**src/rtl/core/vrd_pkg.sv**
```systemverilog
`default_nettype none

package vrd_pkg;

  localparam int FRAME_COUNT_BITS = 25;
  localparam int MAX_BYTES_BITS = 24;
  localparam logic [MAX_BYTES_BITS-1:0] MAX_FRAME_BYTES_RESET = 24'd524288;

  typedef enum logic [3:0] {
    PH_FLAGS,
    PH_PID1,
    PH_PID2,
    PH_SS,
    PH_SSWH,
    PH_SSNG,
    PH_SSGRP,
    PH_PAYLOAD,
    PH_DISCARD
  } phase_t;

  typedef enum logic [2:0] {
    ST_OK,
    ST_NOT_STARTED,
    ST_SEQ_GAP,
    ST_TRUNCATED,
    ST_LF_UNSUPPORTED,
    ST_LAYERS_UNSUPPORTED,
    ST_TOO_LARGE
  } status_t;

  typedef struct packed {
    logic pid;
    logic g;
    logic y;
    logic v;
    logic b;
  } flags_t;

  typedef struct packed {
    logic [7:0]  payload_byte;
    logic        first_of_packet;
    logic        last_of_packet;
    logic [15:0] seq_number;
    logic        marker_bit;
  } item_t;

  typedef struct packed {
    logic [7:0]  frame_byte;
    logic        frame_byte_valid;
    logic        frame_restart;
    logic        packet_done;
    status_t     packet_status;
    logic        frame_complete;
    logic        frame_abort;
    logic [14:0] picture_id;
    logic        picture_id_valid;
  } result_t;

endpackage

`default_nettype wire

```
**src/rtl/core/vrd_core.sv**
```systemverilog
`default_nettype none

module vrd_core (
  input  wire                                   clk,
  input  wire                                   rst,
  input  wire                                   advance,
  input  vrd_pkg::item_t                        item,
  input  wire [vrd_pkg::MAX_BYTES_BITS-1:0]     max_frame_bytes,
  output vrd_pkg::result_t                      res
);
  import vrd_pkg::*;

  localparam int CMP_W = (FRAME_COUNT_BITS > MAX_BYTES_BITS) ? FRAME_COUNT_BITS
                                                              : MAX_BYTES_BITS;

  phase_t                      phase, phase_next;
  flags_t                      flags, flags_next;
  logic [14:0]                 pid, pid_next;
  logic [8:0]                  skip, skip_next;
  status_t                     err, err_next;
  logic                        started, started_next;
  logic [15:0]                 last_seq, last_seq_next;
  logic [FRAME_COUNT_BITS-1:0] count, count_next;
  logic [15:0]                 held_seq, held_seq_next;

  always_comb begin
    phase_t            ph;
    logic              done;
    logic [8:0]        dec;
    logic [7:0]        b;
    logic [CMP_W-1:0]  count_ext;
    logic [CMP_W-1:0]  max_ext;
    ph = item.first_of_packet ? PH_FLAGS : phase;
    b = item.payload_byte;
    dec = skip - 9'd1;
    done = 1'b0;
    phase_next = ph;
    flags_next = flags;
    pid_next = pid;
    skip_next = skip;
    err_next = err;
    started_next = started;
    last_seq_next = last_seq;
    count_next = count;
    held_seq_next = held_seq;
    res = '0;

    unique case (ph)
      PH_FLAGS: begin
        held_seq_next = item.seq_number;
        err_next = ST_OK;
        pid_next = '0;
        flags_next = '0;
        skip_next = '0;
        if (b[5] || b[4]) begin
          err_next = ST_LF_UNSUPPORTED;
          phase_next = PH_DISCARD;
        end else begin
          flags_next.b = b[3];
          flags_next.v = b[1];
          if (b[7]) phase_next = PH_PID1;
          else if (b[1]) phase_next = PH_SS;
          else done = 1'b1;
        end
      end
      PH_PID1: begin
        if (b[7]) begin
          pid_next = {b[6:0], 8'h00};
          phase_next = PH_PID2;
        end else begin
          pid_next = {8'h00, b[6:0]};
          flags_next.pid = 1'b1;
          if (flags.v) phase_next = PH_SS;
          else done = 1'b1;
        end
      end
      PH_PID2: begin
        pid_next = pid | {7'h00, b};
        flags_next.pid = 1'b1;
        if (flags.v) phase_next = PH_SS;
        else done = 1'b1;
      end
      PH_SS: begin
        if (b[7:5] != 3'd0) begin
          err_next = ST_LAYERS_UNSUPPORTED;
          phase_next = PH_DISCARD;
        end else begin
          flags_next.y = flags.y | b[4];
          flags_next.g = flags.g | b[3];
          if (flags_next.y) begin
            skip_next = 9'd4;
            phase_next = PH_SSWH;
          end else if (flags_next.g) begin
            phase_next = PH_SSNG;
          end else begin
            done = 1'b1;
          end
        end
      end
      PH_SSWH: begin
        skip_next = dec;
        if (dec == 9'd0) begin
          if (flags.g) phase_next = PH_SSNG;
          else done = 1'b1;
        end
      end
      PH_SSNG: begin
        if (b == 8'd0) begin
          done = 1'b1;
        end else begin
          // two bytes per group entry
          skip_next = {b, 1'b0};
          phase_next = PH_SSGRP;
        end
      end
      PH_SSGRP: begin
        skip_next = dec;
        if (dec == 9'd0) done = 1'b1;
      end
      PH_PAYLOAD: begin
        res.frame_byte = b;
        res.frame_byte_valid = 1'b1;
        if (count != '1) count_next = count + 1'b1;
      end
      default: begin
      end
    endcase

    // descriptor complete: start and continuity checks
    if (done) begin
      if (flags_next.b) begin
        res.frame_restart = started;
        count_next = '0;
        started_next = 1'b1;
        last_seq_next = held_seq_next;
        phase_next = PH_PAYLOAD;
      end else if (!started) begin
        err_next = ST_NOT_STARTED;
        phase_next = PH_DISCARD;
      end else if (held_seq_next - last_seq != 16'd1) begin
        err_next = ST_SEQ_GAP;
        count_next = '0;
        started_next = 1'b0;
        phase_next = PH_DISCARD;
      end else begin
        last_seq_next = held_seq_next;
        phase_next = PH_PAYLOAD;
      end
    end

    count_ext = CMP_W'(count_next);
    max_ext = CMP_W'(max_frame_bytes);

    if (item.last_of_packet) begin
      res.packet_done = 1'b1;
      if (phase_next == PH_PAYLOAD) begin
        if (item.marker_bit) begin
          res.frame_complete = 1'b1;
          count_next = '0;
          started_next = 1'b0;
        end else if (count_ext > max_ext) begin
          res.packet_status = ST_TOO_LARGE;
          res.frame_abort = 1'b1;
          err_next = ST_TOO_LARGE;
          count_next = '0;
          started_next = 1'b0;
        end
      end else if (phase_next == PH_DISCARD) begin
        res.packet_status = err_next;
        res.frame_abort = (err_next == ST_SEQ_GAP);
      end else begin
        res.packet_status = ST_TRUNCATED;
        err_next = ST_TRUNCATED;
      end
      phase_next = PH_FLAGS;
    end

    if (flags_next.pid) begin
      res.picture_id = pid_next;
      res.picture_id_valid = 1'b1;
    end
  end

  always_ff @(posedge clk) begin
    if (rst) begin
      phase <= PH_FLAGS;
      flags <= '0;
      pid <= '0;
      skip <= '0;
      err <= ST_OK;
      started <= 1'b0;
      last_seq <= '0;
      count <= '0;
      held_seq <= '0;
    end else if (advance) begin
      phase <= phase_next;
      flags <= flags_next;
      pid <= pid_next;
      skip <= skip_next;
      err <= err_next;
      started <= started_next;
      last_seq <= last_seq_next;
      count <= count_next;
      held_seq <= held_seq_next;
    end
  end

endmodule

`default_nettype wire

```
**src/rtl/core/vp9_rtp_depacketizer.sv**
```systemverilog
`default_nettype none

// channel   direction  handshake              payload
// in        input      in_valid / in_ready    payload_byte, packet flags, seq_number, marker_bit
// out       output     out_valid / out_ready  frame byte, packet status, frame events, picture id
// cfg       input      cfg_wr_en              cfg_wr_data (max_frame_bytes)
//
// one byte per cycle sustained while out_ready is high; input register, then result register
// parser state updates as a byte moves from the input register into the result register
// rst is synchronous; max_frame_bytes returns to 524288 and the parser to the flags byte
// a stalled result holds the result register; the input register still takes a byte
// while the result waits, then in_ready drops until the result is taken

module vp9_rtp_depacketizer (
  input  wire        clk,
  input  wire        rst,
  input  wire        in_valid,
  output logic       in_ready,
  input  wire [7:0]  payload_byte,
  input  wire        first_of_packet,
  input  wire        last_of_packet,
  input  wire [15:0] seq_number,
  input  wire        marker_bit,
  output logic       out_valid,
  input  wire        out_ready,
  output logic [7:0] frame_byte,
  output logic       frame_byte_valid,
  output logic       frame_restart,
  output logic       packet_done,
  output logic [2:0] packet_status,
  output logic       frame_complete,
  output logic       frame_abort,
  output logic [14:0] picture_id,
  output logic       picture_id_valid,
  input  wire        cfg_wr_en,
  input  wire [23:0] cfg_wr_data
);
  import vrd_pkg::*;

  logic                      in_v;
  item_t                     item_r;
  logic                      advance;
  result_t                   res;
  result_t                   res_r;
  logic [MAX_BYTES_BITS-1:0] max_frame_bytes;

  assign advance  = in_v && (!out_valid || out_ready);
  assign in_ready = !in_v || advance;

  always_ff @(posedge clk) begin
    if (rst) begin
      in_v <= 1'b0;
    end else if (in_ready) begin
      in_v <= in_valid;
    end
  end

  always_ff @(posedge clk) begin
    if (in_valid && in_ready) begin
      item_r <= '{payload_byte: payload_byte, first_of_packet: first_of_packet,
                  last_of_packet: last_of_packet, seq_number: seq_number,
                  marker_bit: marker_bit};
    end
  end

  always_ff @(posedge clk) begin
    if (rst) begin
      max_frame_bytes <= MAX_FRAME_BYTES_RESET;
    end else if (cfg_wr_en) begin
      max_frame_bytes <= cfg_wr_data;
    end
  end

  vrd_core u_core (
    .clk             (clk),
    .rst             (rst),
    .advance         (advance),
    .item            (item_r),
    .max_frame_bytes (max_frame_bytes),
    .res             (res)
  );

  always_ff @(posedge clk) begin
    if (rst) begin
      out_valid <= 1'b0;
    end else if (advance) begin
      out_valid <= 1'b1;
    end else if (out_ready) begin
      out_valid <= 1'b0;
    end
  end

  always_ff @(posedge clk) begin
    if (advance) begin
      res_r <= res;
    end
  end

  assign frame_byte       = res_r.frame_byte;
  assign frame_byte_valid = res_r.frame_byte_valid;
  assign frame_restart    = res_r.frame_restart;
  assign packet_done      = res_r.packet_done;
  assign packet_status    = res_r.packet_status;
  assign frame_complete   = res_r.frame_complete;
  assign frame_abort      = res_r.frame_abort;
  assign picture_id       = res_r.picture_id;
  assign picture_id_valid = res_r.picture_id_valid;

  // an empty result register never backs up the input side
  a_ready_when_empty: assert property (@(posedge clk) disable iff (rst)
    !out_valid |-> in_ready)
    else $error("in_ready low with empty result register");

  // status only reported at packet end
  a_status_at_end: assert property (@(posedge clk) disable iff (rst)
    out_valid && !packet_done |-> packet_status == ST_OK && !frame_complete && !frame_abort)
    else $error("packet end event without packet_done");

  a_abort_status: assert property (@(posedge clk) disable iff (rst)
    out_valid && frame_abort |-> packet_status == ST_SEQ_GAP || packet_status == ST_TOO_LARGE)
    else $error("frame abort with unexpected status");

  a_complete_ok: assert property (@(posedge clk) disable iff (rst)
    out_valid && frame_complete |-> packet_status == ST_OK && !frame_abort)
    else $error("frame complete with error status");

endmodule

`default_nettype wire
```
**config.mk**
```make
export PLATFORM = sky130hd
export DESIGN_NAME = vp9_rtp_depacketizer
export DESIGN_NICKNAME = d
export VERILOG_FILES = /design/src/rtl/core/vrd_pkg.sv /design/src/rtl/core/vrd_core.sv /design/src/rtl/core/vp9_rtp_depacketizer.sv
export SDC_FILE = /design/constraint.sdc
export NUM_CORES = 1
export LEC_CHECK = 0
export ABC_AREA = 1
export BUFFER_PORTS_ARGS = -buffer_cell sky130_fd_sc_hd__buf_2
export CAP_MARGIN = 10
export CORE_MARGIN = 1
export CORE_UTILIZATION = 35
export DETAILED_ROUTE_END_ITERATION = 16
export GPL_ROUTABILITY_DRIVEN = 0
export GPL_TIMING_DRIVEN = 0
export SLEW_MARGIN = 25
export SYNTH_ARGS = -nofsm -noshare
export SYNTH_HDL_FRONTEND = slang
export SYNTH_SLANG_ARGS = --single-unit
```
**constraint.sdc**
```tcl
create_clock -name clk -period 5.6 [get_ports clk]
set_clock_uncertainty 0.15 [all_clocks]
set_input_delay 1.12 -clock clk [delete_from_list [all_inputs] [get_ports clk]]
set_output_delay 1.12 -clock clk [all_outputs]
set_load 0.02 [all_outputs]
```
==> results list <==
- The flow ran to the end, and the final reports show no timing, DRC or antenna violations.
* Commonest cells after routing, fill and taps aside: sky130_fd_sc_hd__nand2_1 (276), sky130_fd_sc_hd__inv_1 (194), sky130_fd_sc_hd__nor2_1 (124), sky130_fd_sc_hd__dfxtp_1 (119), sky130_fd_sc_hd__a21oi_1 (99)
- Clock-pin slew on the worst setup and hold paths: 0.08 ns
* Actual slew at the worst max-slew pin: slightly below 0.9 ns
* Initial Utilization: 0.3571
* Critical Path AT: between 5 and 6 ns
- Top cell type by total area after synthesis: sky130_fd_sc_hd__dfxtp_1
* Overall global routing resource usage: 0.1820
* Required time at the endpoint of the critical path: approximately 5.8 ns
* Via count of the first global-routing pass: between 8000 and 9000
- Startpoint kind of the worst setup timing path: flip-flop
- The number of different library cells used by synthesis comes to just over 50.
- Post-synthesis sequential area ratio: 0.4184
- The critical path is of the reg2reg type.
* Proportion of netlist area held by the largest area contributor: 0.2408
- Area of the mapped netlist: about 10000 um2
- Max stage delay on crit path: approximately 0.48 ns
* Wire per inst: about 14 um
- The detail route stage leaves a number of antenna-violating nets equal to 0.
* Dominant cells by area after synthesis: sky130_fd_sc_hd__dfxtp_1 (24%), sky130_fd_sc_hd__edfxtp_1 (18%), sky130_fd_sc_hd__nand2_1 (11%), sky130_fd_sc_hd__inv_1 (7.4%), sky130_fd_sc_hd__a21oi_1 (5.3%)
- Average cell area after synthesis: between 7 and 8 um2
* Worst slew margin: 0.4184
- Clock root buffer: sky130_fd_sc_hd__clkbuf_16
- Hold Path Depth: 2
- Die Span Y: approximately 170 um
* 1st-iter DRT viols: approximately 560
* GRT busiest layer: met2
* Gr ovfl total: 0
- The worst-case IR drop observed on VDD is ~0.24 mV.
- Cell at the slowest stage of the critical path: sky130_fd_sc_hd__edfxtp_1
- FF-to-FF setup slack: about 0.37 ns
- Max-cap violations in this run came to 0.
- In the final layout, the share of cells above drive strength 1 is 0.1590.
- Leading cell type in the layout, fill and taps excluded: sky130_fd_sc_hd__nand2_1
- In this run, synthesis produced a sequential element count of between 150 and 200.
- After detailed routing, the number of remaining DRC violations is 0.
- After filler insertion, the fill cell instance count of the layout stands at 2921.
- Hold_sp: u_core.held_seq[7]
- STA classifies the critical path endpoint as a flip-flop.
- Startpoint of the worst register-to-register path: item_r[18]
- Floorplan row count: between 60 and 70
* Time the final worst path needs with I/O delays and setup: around 5.2 ns
- Max clock buf depth: 2
- Buffers on Ports: roughly 90
- Pre-CTS setup slack: -0.9595 ns
- For met1 alone, demand over resource in global routing was 0.2634.
- Synth warn: 0
- Worst hold slack across all endpoints: around 0.31 ns
- Final routed wirelength across all metal layers: approximately 26 mm
- Measured in cells, the most critical reg-to-reg path has a length of 39.
- The floorplan step set the die width to about 170 um.
- Detailed placement finished with a half-perimeter wire length of 19.04 mm.
- CTS saw 179 sinks.
- Power per unit of standard cell area: around 250 nW/um2
- Of the available clock period, the critical path in the final layout requires 0.9335.
- Synthesis handed over a netlist of 1339 instances.
- Setup violations remaining at the end of the flow were counted as 0.
- Number of antenna violations at the first check in global routing: 0
* Count of nets after finishing: ~1600
* Total negative slack: 0 ns
* Clock latency at the later pin of the worst-skew pair: 0.44 ns
- TritonCTS built the clock tree.
* Hold Fails Final Rpt: 0
* CORE AREA: roughly 28000 um2
- Hold Crit Class: reg2reg
- Of all nets on the critical path, the largest fanout is 10.
- Highest clock frequency the design can meet: ~0.19 GHz
* Pin count of the biggest net entering global routing: 28
- During I/O placement, the number of pins put on the boundary was 90.
* Met2 global-route usage: 0.2818
- For this block, the via count after detailed routing is between 9000 and 10000.
* Global-route wire length before repair: approximately 42 mm
- Across the whole layout, storage elements account for 4175 um2.
- In this run the critical register-to-register path is captured at u_core.count[17].
- Via density per instance: slightly below 5
- Across all setup checks in the final design, the least slack found is between 0.3 and 0.4 ns.
- The number of nets in the synthesized netlist is 1438.
- For hold timing, the worst endpoint is u_core.held_seq[7].
- Area added between synthesis and finish: 19.11%
- Area of the multi-input gates: around 5000 um2
* TritonCTS Buffers: 17
- Antenna cells: 0
* Final Slew Violations: 0
* Number of hold buffers added after cts: 0
- H-Tree Depth: 4
- Among the stages of the critical path, the cell type that occurs most often is sky130_fd_sc_hd__nand2_1.
- Detailed Routing Iterations Pass 1: 5
- In the global route stage, met3 resource usage came out at 0.02429.
* Leak Pwr: roughly 5.1 nW
- The floorplan step defined a die boundary enclosing between 20000 and 30000 um2.
[how the worst max path moves through the flow]
stage,to,startpoint,slack (ns),depth (start not counted)
final,u_core.count[17],item_r[18],0.37,39
after floorplan,u_core.count[19],u_core.phase[2],0.47,42
after global placement,u_core.count[19],item_r[18],-1.02,43
after global routing,u_core.err[2],item_r[18],-0.01,41
after CTS,u_core.count[15],item_r[18],0.01,41
after detailed placement,u_core.count[5],item_r[18],-0.96,43
[timing repair]
| action | CTS | global route |
|---|---|---|
| setup buffers | 5 | 9 |
| endpoints found under the setup margin | 31 | 31 |
| gates cloned | 0 | 3 |
| gates resized for setup | 26 | 51 |
| pin swaps | 3 | 14 |
[flip-flops by register name, summed over array words and instances (netlist names), 3 cells and up]
signal and flops:
u_core.count 25, max_frame_bytes 24, u_core.flags 5, u_core.pid 15, packet_status 3, u_core.held_seq 16
item_r 27, u_core.err 3, picture_id 15, u_core.skip 9, frame_byte 8, u_core.last_seq 16
u_core.phase 4
[metal layers]
layer	vias to the layer above	routed length (um)
met4	0	320
li1	4650	-
met5	-	0
met1	4118	13280
met2	236	11390
met3	20	1345
[cell type report]
class / instances / area share
plain buffers: 43 / 0.01990
repair buffers: 107 / 0.05117
multi-input cells: 902 / 0.4203
inverters: 215 / 0.06876
flip-flops and latches: 179 / 0.3514
clock buffers: 19 / 0.03907
clock inverters: 13 / 0.009582
well taps: 378 / 0.03980
[critical path, delay by kind of cell (launching register included)]
family | cells | cell delay, ns
flops | 1 | 0.48
compound gates | 5 | 0.62
fa+ha+maj | 2 | 0.63
buf+inv | 9 | 1.03
simple gates | 23 | 2.22
[cells in the mapped netlist, drive strengths merged]
cell,n
nand3,88
nor4,3
xor2,18
nand4,17
fa,1
nor2,149
o21a,1
nor3,12
inv,211
a21oi,106
o211ai,3
o2bb2ai,6
clkbuf,40
edfxtp,59
o21ai,82
buf,3
a22oi,3
a31oi,1
dfxtp,120
clkinv,4
a21o,2
and2,2
o21bai,2
nand3b,5
ha,42
xnor2,9
nand2,289
and3,1
or2,7
o22ai,15
a211oi,38
[through the flow]
step	cells	area [um2]	total power, mW	util
6_report	1856	11880	2.999	0.4254
4_1_cts	1844	11600	3.018	0.4154
3_3_place_gp	1806	10890	1.809	0.3900
5_1_grt	1856	11880	3.142	0.4254
2_1_floorplan	1339	9976	1.697	-
3_5_place_dp	1807	10920	1.815	0.3908
[kinds of logic after synthesis]
family,after synthesis,share of synthesized area
buffers and inverters,258,0.09921
and+or+nand+nor,573,0.2544
AOI/OAI and AO/OA,259,0.1496
xor gates and xnor gates,27,0.02371
DFF,179,0.4184
adders and majority gates,43,0.05468
[power by group]
part	internal [mW]	switching (mW)	leakage (nW)	total [mW]
Sequential	1.40	0.0229	1.55	1.42
Clock	0.624	0.569	0.286	1.19
Combinational	0.128	0.260	3.31	0.388
Note: power is estimated with default switching activity, not from simulation.
